## src/hw/rtl/simple_moving_average_unit_assert.svh

```systemverilog
`ifndef SIMPLE_MOVING_AVERAGE_UNIT_ASSERT_SVH
`define SIMPLE_MOVING_AVERAGE_UNIT_ASSERT_SVH

// same-cycle implication, sampled on clock, off during reset
`define SMA_ASSERT_NOW(label, ante, cons) \
   label: assert property (@(posedge clock) disable iff (reset) (ante) |-> (cons)) \
      else $error("assertion failed");

// next-cycle implication, sampled on clock, off during reset
`define SMA_ASSERT_NEXT(label, ante, cons) \
   label: assert property (@(posedge clock) disable iff (reset) (ante) |=> (cons)) \
      else $error("assertion failed");

`endif

```

## src/hw/rtl/sma_pkg.sv

```systemverilog
package sma_pkg;

   localparam int MaxWindow = 64;
   localparam int DataW     = 32;
   localparam int CfgW      = 7;
   localparam int PtrW      = $clog2(MaxWindow);
   localparam int CntW      = $clog2(MaxWindow + 1);
   localparam int SumW      = DataW + PtrW;
   localparam int StepW     = $clog2(SumW);

   typedef struct packed {
      logic capture;
      logic subtract;
      logic add;
      logic div_step;
      logic out_load;
   } sma_cmd_type;

   typedef struct packed {
      logic res_due;
      logic div_last;
      logic out_free;
   } sma_status_type;

   function automatic logic [CntW-1:0] legal_length(input logic [CfgW-1:0] value);
      logic [CntW-1:0] len;
      len = CntW'(value);
      if (value == '0) begin
         len = CntW'(1);
      end else if (int'(value) > MaxWindow) begin
         len = CntW'(MaxWindow);
      end
      return len;
   endfunction

endpackage

```

## src/hw/rtl/sma_ram.sv

```systemverilog
module sma_ram #(
   parameter int WIDTH = 32,
   parameter int DEPTH = 64
) (
   input  logic                     clock,
   input  logic                     wr_en,
   input  logic [$clog2(DEPTH)-1:0] wr_addr,
   input  logic [WIDTH-1:0]         wr_data,
   input  logic [$clog2(DEPTH)-1:0] rd_addr,
   output logic [WIDTH-1:0]         rd_data
);

   logic [WIDTH-1:0] mem_ff [DEPTH];
   logic [WIDTH-1:0] rd_data_ff;

   always_ff @(posedge clock) begin
      if (wr_en) begin
         mem_ff[wr_addr] <= wr_data;
      end
      rd_data_ff <= mem_ff[rd_addr];
   end

   assign rd_data = rd_data_ff;

endmodule

```

## src/hw/rtl/sma_ctrl.sv

```systemverilog
`include "simple_moving_average_unit_assert.svh"

module sma_ctrl (
   input  logic                    clock,
   input  logic                    reset,
   input  logic                    req_tvalid,
   output logic                    req_tready,
   input  sma_pkg::sma_status_type status,
   output sma_pkg::sma_cmd_type    cmd
);

   typedef enum logic [4:0] {
      IDLE     = 5'b00001,
      SUBTRACT = 5'b00010,
      ADD      = 5'b00100,
      DIVIDE   = 5'b01000,
      DELIVER  = 5'b10000
   } sma_state_type;

   sma_state_type state_ff, state_in;

   always_comb begin
      state_in     = state_ff;
      cmd          = '0;
      req_tready   = 1'b0;
      unique case (state_ff)
         IDLE: begin
            req_tready = 1'b1;
            if (req_tvalid) begin
               cmd.capture = 1'b1;
               state_in    = SUBTRACT;
            end
         end
         SUBTRACT: begin
            cmd.subtract = 1'b1;
            state_in     = ADD;
         end
         ADD: begin
            cmd.add  = 1'b1;
            state_in = status.res_due ? DIVIDE : IDLE;
         end
         DIVIDE: begin
            cmd.div_step = 1'b1;
            if (status.div_last) begin
               state_in = DELIVER;
            end
         end
         DELIVER: begin
            if (status.out_free) begin
               cmd.out_load = 1'b1;
               state_in     = IDLE;
            end
         end
         default: begin
            state_in = IDLE;
         end
      endcase
   end

   always_ff @(posedge clock) begin
      if (reset) begin
         state_ff <= IDLE;
      end else begin
         state_ff <= state_in;
      end
   end

   `SMA_ASSERT_NEXT(a_accept_goes_subtract, req_tvalid && req_tready, state_ff == SUBTRACT)
   `SMA_ASSERT_NEXT(a_last_step_delivers, state_ff == DIVIDE && status.div_last,
                    state_ff == DELIVER)
   `SMA_ASSERT_NOW(a_load_needs_room, cmd.out_load, status.out_free)

endmodule

```

## src/hw/rtl/sma_datapath.sv

```systemverilog
`include "simple_moving_average_unit_assert.svh"

module sma_datapath (
   input  logic                         clock,
   input  logic                         reset,
   input  logic [2*sma_pkg::DataW-1:0]  req_tdata,
   input  logic                         csr_valid,
   input  logic [sma_pkg::CfgW-1:0]     csr_wdata,
   output logic                         rsp_tvalid,
   input  logic                         rsp_tready,
   output logic [2*sma_pkg::DataW-1:0]  rsp_tdata,
   input  sma_pkg::sma_cmd_type         cmd,
   output sma_pkg::sma_status_type      status
);

   localparam int DataW = sma_pkg::DataW;
   localparam int PtrW  = sma_pkg::PtrW;
   localparam int CntW  = sma_pkg::CntW;
   localparam int SumW  = sma_pkg::SumW;
   localparam int StepW = sma_pkg::StepW;

   logic [CntW-1:0]    len_ff, len_in;
   logic [PtrW-1:0]    wp_ff, wp_in;
   logic [CntW-1:0]    seen_ff, seen_in;
   logic [SumW-1:0]    sum_ff, sum_in;
   logic [DataW-1:0]   price_ff, price_in;
   logic [DataW-1:0]   tag_ff, tag_in;
   logic [SumW-1:0]    dd_ff, dd_in;
   logic [CntW-1:0]    rem_ff, rem_in;
   logic [StepW-1:0]   step_ff, step_in;
   logic               out_valid_ff, out_valid_in;
   logic [2*DataW-1:0] out_data_ff, out_data_in;

   logic [DataW-1:0]   old_sample;
   logic               full;
   logic [SumW-1:0]    sum_added;
   logic [CntW:0]      wp_next;
   logic [CntW:0]      trial;
   logic               trial_ge;

   sma_ram #(
      .WIDTH (DataW),
      .DEPTH (sma_pkg::MaxWindow)
   ) u_history (
      .clock   (clock),
      .wr_en   (cmd.add),
      .wr_addr (wp_ff),
      .wr_data (price_ff),
      .rd_addr (wp_ff),
      .rd_data (old_sample)
   );

   assign full      = seen_ff >= len_ff;
   assign sum_added = sum_ff + SumW'(price_ff);
   assign wp_next   = (CntW + 1)'(wp_ff) + (CntW + 1)'(1);
   assign trial     = {rem_ff, dd_ff[SumW-1]};
   assign trial_ge  = trial >= {1'b0, len_ff};

   assign status.res_due  = ((CntW + 1)'(seen_ff) + (CntW + 1)'(1)) >= {1'b0, len_ff};
   assign status.div_last = step_ff == StepW'(SumW - 1);
   assign status.out_free = !out_valid_ff || rsp_tready;

   always_comb begin
      len_in       = len_ff;
      wp_in        = wp_ff;
      seen_in      = seen_ff;
      sum_in       = sum_ff;
      price_in     = price_ff;
      tag_in       = tag_ff;
      dd_in        = dd_ff;
      rem_in       = rem_ff;
      step_in      = step_ff;
      out_valid_in = out_valid_ff;
      out_data_in  = out_data_ff;

      if (cmd.capture) begin
         price_in = req_tdata[DataW-1:0];
         tag_in   = req_tdata[2*DataW-1:DataW];
      end

      priority if (csr_valid) begin
         len_in  = sma_pkg::legal_length(csr_wdata);
         wp_in   = '0;
         seen_in = '0;
         sum_in  = '0;
      end else if (cmd.subtract) begin
         if (full) begin
            sum_in = sum_ff - SumW'(old_sample);
         end
      end else if (cmd.add) begin
         sum_in  = sum_added;
         dd_in   = sum_added;
         rem_in  = '0;
         step_in = '0;
         if (!full) begin
            seen_in = seen_ff + CntW'(1);
         end
         wp_in = (wp_next >= {1'b0, len_ff}) ? '0 : wp_next[PtrW-1:0];
      end else if (cmd.div_step) begin
         rem_in  = trial_ge ? CntW'(trial - {1'b0, len_ff}) : CntW'(trial);
         dd_in   = {dd_ff[SumW-2:0], trial_ge};
         step_in = step_ff + StepW'(1);
      end else begin
      end

      if (cmd.out_load) begin
         out_valid_in = 1'b1;
         out_data_in  = {tag_ff, dd_ff[DataW-1:0]};
      end else if (rsp_tready) begin
         out_valid_in = 1'b0;
      end
   end

   always_ff @(posedge clock) begin
      if (reset) begin
         len_ff       <= CntW'(1);
         wp_ff        <= '0;
         seen_ff      <= '0;
         sum_ff       <= '0;
         out_valid_ff <= 1'b0;
      end else begin
         len_ff       <= len_in;
         wp_ff        <= wp_in;
         seen_ff      <= seen_in;
         sum_ff       <= sum_in;
         out_valid_ff <= out_valid_in;
      end
   end

   always_ff @(posedge clock) begin
      price_ff    <= price_in;
      tag_ff      <= tag_in;
      dd_ff       <= dd_in;
      rem_ff      <= rem_in;
      step_ff     <= step_in;
      out_data_ff <= out_data_in;
   end

   assign rsp_tvalid = out_valid_ff;
   assign rsp_tdata  = out_data_ff;

   `SMA_ASSERT_NOW(a_seen_within_len, 1'b1, seen_ff <= len_ff)
   `SMA_ASSERT_NOW(a_pointer_within_len, 1'b1, CntW'(wp_ff) < len_ff)
   `SMA_ASSERT_NEXT(a_load_shows_word, cmd.out_load, out_valid_ff)

endmodule

```

## src/hw/rtl/simple_moving_average_unit.sv

```systemverilog
// simple moving average over the last window_len price samples
// req channel: one word per sample, accepted on req_tvalid && req_tready;
//   req_tdata[31:0] close_price (unsigned Q16.16), [63:32] sample_tag
// rsp channel: one word per sample once the window is full;
//   rsp_tdata[31:0] average (unsigned Q16.16, truncated), [63:32] tag_out
// csr channel: csr_wdata sets window_len (0 reads as 1, above 64 as 64) and
//   clears the history, pointer and running sum; write only while idle
// a sample takes two cycles to fold into the running sum, then a restoring
//   divider takes 38 cycles, one quotient bit per cycle, plus one to load
//   the output register: rsp_tvalid rises 41 cycles after the accept
// throughput: one sample per 42 cycles when it yields a result, one per
//   3 cycles while the window fills; the bit-serial divider sets this
// reset: window_len 1, history empty, no result pending
// a stalled receiver holds the result in the output register; the next
//   sample is still taken and waits in the divider until that word leaves
module simple_moving_average_unit (
   input  logic                            clock,
   input  logic                            reset,
   input  logic                            req_tvalid,
   output logic                            req_tready,
   input  logic [2*sma_pkg::DataW-1:0]     req_tdata,   // close_price, sample_tag
   output logic                            rsp_tvalid,
   input  logic                            rsp_tready,
   output logic [2*sma_pkg::DataW-1:0]     rsp_tdata,   // average, tag_out
   input  logic                            csr_valid,
   output logic                            csr_ready,
   input  logic [sma_pkg::CfgW-1:0]        csr_wdata
);

   sma_pkg::sma_cmd_type    cmd;
   sma_pkg::sma_status_type status;

   assign csr_ready = 1'b1;

   sma_ctrl u_ctrl (
      .clock      (clock),
      .reset      (reset),
      .req_tvalid (req_tvalid),
      .req_tready (req_tready),
      .status     (status),
      .cmd        (cmd)
   );

   sma_datapath u_datapath (
      .clock      (clock),
      .reset      (reset),
      .req_tdata  (req_tdata),
      .csr_valid  (csr_valid),
      .csr_wdata  (csr_wdata),
      .rsp_tvalid (rsp_tvalid),
      .rsp_tready (rsp_tready),
      .rsp_tdata  (rsp_tdata),
      .cmd        (cmd),
      .status     (status)
   );

endmodule

```

## config.mk

```make
export PLATFORM = sky130hd
export DESIGN_NAME = simple_moving_average_unit
export DESIGN_NICKNAME = d
export VERILOG_FILES = /design/src/hw/rtl/sma_pkg.sv /design/src/hw/rtl/sma_ram.sv /design/src/hw/rtl/sma_ctrl.sv /design/src/hw/rtl/sma_datapath.sv /design/src/hw/rtl/simple_moving_average_unit.sv
export VERILOG_INCLUDE_DIRS = /design/src /design/src/hw/rtl
export SDC_FILE = /design/constraint.sdc
export NUM_CORES = 2
export LEC_CHECK = 0
export BUFFER_PORTS_ARGS = -buffer_cell sky130_fd_sc_hd__buf_2
export CELL_PAD_IN_SITES_DETAIL_PLACEMENT = 2
export CELL_PAD_IN_SITES_GLOBAL_PLACEMENT = 2
export CORE_MARGIN = 2
export CORE_UTILIZATION = 48
export DETAILED_ROUTE_END_ITERATION = 8
export PLACE_DENSITY = 0.79
export SLEW_MARGIN = 40
export SYNTH_ARGS = -nofsm -noshare
export SYNTH_HDL_FRONTEND = slang
export SYNTH_SLANG_ARGS = --single-unit
```

## constraint.sdc

```tcl
create_clock -name clock -period 7 [get_ports clock]
set_input_delay 0.7 -clock clock [delete_from_list [all_inputs] [get_ports clock]]
set_output_delay 0.7 -clock clock [all_outputs]
set_load 0.02 [all_outputs]
```

==> impl_metrics.yaml, run 1 <==
synth:
  synth_top_area_frac: 0.765
  synth_edf_count: 2227
  ys.flop_type: "edfxtp_1"
  syn-num-nets: 5315
  synth_area_leaders: "edfxtp_1, a22oi_1, dfxtp_1, a221oi_1, a22o_1"
  yosysMostFrequentCell: "edfxtp_1"
  synthArstFlopShare: 0
  synth_seq_cells: 2323
  ys_seq_area_frac: 0.787
  yosysUniqueCellTypes: 79
  yosysTopAreaCell: "edfxtp_1"
  ys_warn_count: 0
  synth_common_cells: "edfxtp_1, a22oi_1, clkbuf_1"
  synthCells: 5140
  netlist_area_um2: 87400
  syn_avg_cell_area_um2: 17.0
floorplanning:
  row_count: 156
  start_util: 0.483
  ios: 143
  die_height_um: 431
  die_x_um: 431
cts:
  numCtsBuffers: 234
  cts.path.max_buffers: 3
  cts_hold_buf: 59
  root_buffer: "clkbuf_16"
  cts-resized-gates: 0
  cts-htree-levels: 4
  cts_setup_buffers: 0
  cts_sinks: 2323
placed_design:
  dp_hpwl_mm: 258
  portBuffers: 141
  dp_slack_ps: 2640
  place_congestion: 0.885
run_status:
  lastStage: "clock tree synthesis (4_1_cts)"
  status: "did not finish"
  error_line: "[ERROR DPL-0033] detailed placement checks failed during check placement."
[logic make-up after synthesis]
| kind of cell | count (synthesis) | share of synthesized area |
|---|---|---|
| other cells | 1 | 0.0000429 |
| compound gates | 1657 | 0.140 |
| mux | 10 | 0.00116 |
| buf+inv | 375 | 0.0165 |
| flops | 2323 | 0.787 |
| simple gates | 596 | 0.0329 |
| fa+ha+maj | 99 | 0.0144 |
| xor+xnor | 79 | 0.00791 |
[stage by stage]
step	cell area, um2	util	cells	hold slack [ps]
2_1_floorplan	87400	-	5140	400
3_3_place_gp	92000	0.508	7510	400
3_5_place_dp	93900	0.519	7593	405
==> inputs of run 2 (changes only) <==
CELL_PAD_IN_SITES_DETAIL_PLACEMENT = unset   (was 2)
CELL_PAD_IN_SITES_GLOBAL_PLACEMENT = unset   (was 2)
CORE_UTILIZATION = 40   (was 48)
PLACE_DENSITY = unset   (was 0.79)
PLACE_DENSITY_LB_ADDON = 0.15   (was unset)
==> impl_metrics.yaml, run 2 <==
run_status:
  status: "finished clean"
sta:
  final_hold_viol_count: 0
  period_needed_ps: 3880
  fin_hold_ws_ps: 76.8
  slew_viol_final: 0
  setup_ws_ps: 3120
  finClkSkew_ps: 60.6
  worst_slew_pin_slew_ps: 928
  post-route-period-util: 0.555
  fmax_mhz: 258
  rsz0062_at_grt: "false"
  maxSlewHeadroom: 0.379
  setup_viol: 0
  tns_ps: 0
synth:
  ys_seq_area_frac: 0.787
  netlist_area_um2: 87400
  ys.flop_type: "edfxtp_1"
  yosysMostFrequentCell: "edfxtp_1"
  synthCells: 5140
  synthArstFlopShare: 0
  yosysTopAreaCell: "edfxtp_1"
  synth_edf_count: 2227
  yosysUniqueCellTypes: 79
  synth_top_area_frac: 0.765
  syn_avg_cell_area_um2: 17.0
  synth_area_leaders: "edfxtp_1, a22oi_1, dfxtp_1, a221oi_1, a22o_1"
  synth_common_cells: "edfxtp_1, a22oi_1, clkbuf_1"
  synth_seq_cells: 2323
  ys_warn_count: 0
  syn-num-nets: 5315
placed_design:
  dp_cells: 8070
  dp_slack_ps: 3090
  portBuffers: 141
  dp_hpwl_mm: 170
  place_congestion: 0.874
power:
  leakage_uw: 0.0325
  ir_drop_mv: 0.272
  power_density_nw_per_um2: 285
min_path:
  worstHoldPathType: "input port to register"
cells_and_area:
  final_common_cell: "edfxtp_1"
  drive_gt1_frac: 0.154
  syn2layout_area_growth_pct: 17.2
  regMostFlops: "u_datapath.u_history.mem_ff"
  final_cell_mix: "edfxtp_1, a22oi_1, clkbuf_16, a221oi_1, a22o_1"
  fin_cells: 8571
  utilization: 0.472
  largest_reg_flops: 2048
  final_nets: 5689
floorplanning:
  start_util: 0.403
  row_count: 171
  die_height_um: 472
  die_x_um: 472
  die_area_um2: 222000
  core-area_um2: 217000
  ios: 143
worst_setup_path:
  start_kind: "register"
  crit_fanout: 36
  required_ps: 7830
  critPathKind: "register to register"
  cp_data_arrival_time_ps: 4710
  ff2ff_setup_slack_ps: 3120
  worst_setup_path_end_kind: "register"
route:
  antenna_left: 0
  vias: 52705
  via_per_inst: 6.15
  wl_per_cell_um: 33.5
  drc: 0
  dr.pass1.iters: 6
  drt_iter0_drc: 7233
  wirelength_mm: 287
flow_run:
  max-cap-violations: 0
cts:
  numCtsBuffers: 232
  cts.path.max_buffers: 3
  clk_latency_ps: 900
  cts-resized-gates: 0
  cts_sinks: 2323
  cts_tree: "built"
  root_buffer: "clkbuf_16"
  clkTransAtPathRegs_ps: 60
  cts-htree-levels: 4
global_route:
  grtUsageTotal: 0.252
  grt_max_degree: 87
  grt_pass1_wl_mm: 400
  grt_overflow_total: 0
  grt_pass1_vias: 50129
  antenna_found_initial: 17
[run 2: cell counts after synthesis]
Identical to the previous run, type by type.
[run 2: metal layers]
layer | global-route usage | share of wire | vias up
met5 | 0 | 0.00012 | -
met4 | 0.0750 | 0.030 | 4
li1 | - | - | 22130
met2 | 0.390 | 0.46 | 2686
met1 | 0.365 | 0.42 | 27538
met3 | 0.0456 | 0.088 | 347
[run 2: worst max-delay path, stage by stage, from the launching register on]
cell and delay (ps):
dfxtp_1 650, and3_4 680, buf_4 540, buf_4 590, a22oi_1 190, a31oi_1 710
nor4_2 120, buf_4 220, nand3_1 80
[run 2: area by class of cell]
| type | instances | area, um2 |
|---|---|---|
| well taps | 2854 | 3570 |
| fillers | 18275 | 115000 |
| flip-flops and latches | 2323 | 68800 |
| inverters | 63 | 236 |
| clock inverters | 135 | 1340 |
| multi-input cells | 2442 | 18100 |
| clock buffers | 297 | 6230 |
| diodes | 5 | 12.5 |
| repair buffers | 452 | 4190 |
[run 2: worst paths after layout]
check                                      startpoint                          endpoint  depth (start not counted)
worst max-delay path              u_datapath.wp_ff[2]  u_datapath.u_history.rd_data[12]                          8
worst min-delay path                    req_tdata[13]           u_datapath.price_ff[13]                          1
worst max register to register    u_datapath.wp_ff[2]  u_datapath.u_history.rd_data[12]                          8
worst min register to register  u_datapath.tag_ff[24]          u_datapath.rsp_tdata[56]                          0
[run 2: repair_timing]
| action | CTS | global route |
|---|---|---|
| buffers inserted | 0 | 0 |
| hold endpoints to repair | 62 | 0 |
| hold buffers | 62 | 0 |
[run 2: where the power goes]
part           internal [uW]  total [uW]  switching (uW)  leakage [uW]
sequential             15500       15600            53.2        0.0208
combinational            201        1080             877       0.00794
clock                   7090       12500            5390       0.00370
[run 2: cells by family after synthesis]
kind of cell	share of synthesized area
multiplexers	0.00116
flip-flops	0.787
buffers and inverters	0.0165
adder cells (fa/ha/maj)	0.0144
other	0.0000429
XOR/XNOR	0.00791
AO/OA/AOI/OAI	0.140
AND/OR/NAND/NOR	0.0329
[run 2: per-stage QoR]
step / cell area, um2 / power [uW]
4_1_cts: 102000 / 29300
5_1_grt: 102000 / 29900
3_5_place_dp: 94200 / 16900
2_1_floorplan: 87400 / 16300
3_3_place_gp: 92800 / 16900
6_report: 102000 / 29200
(Power assumes the default switching activity.)
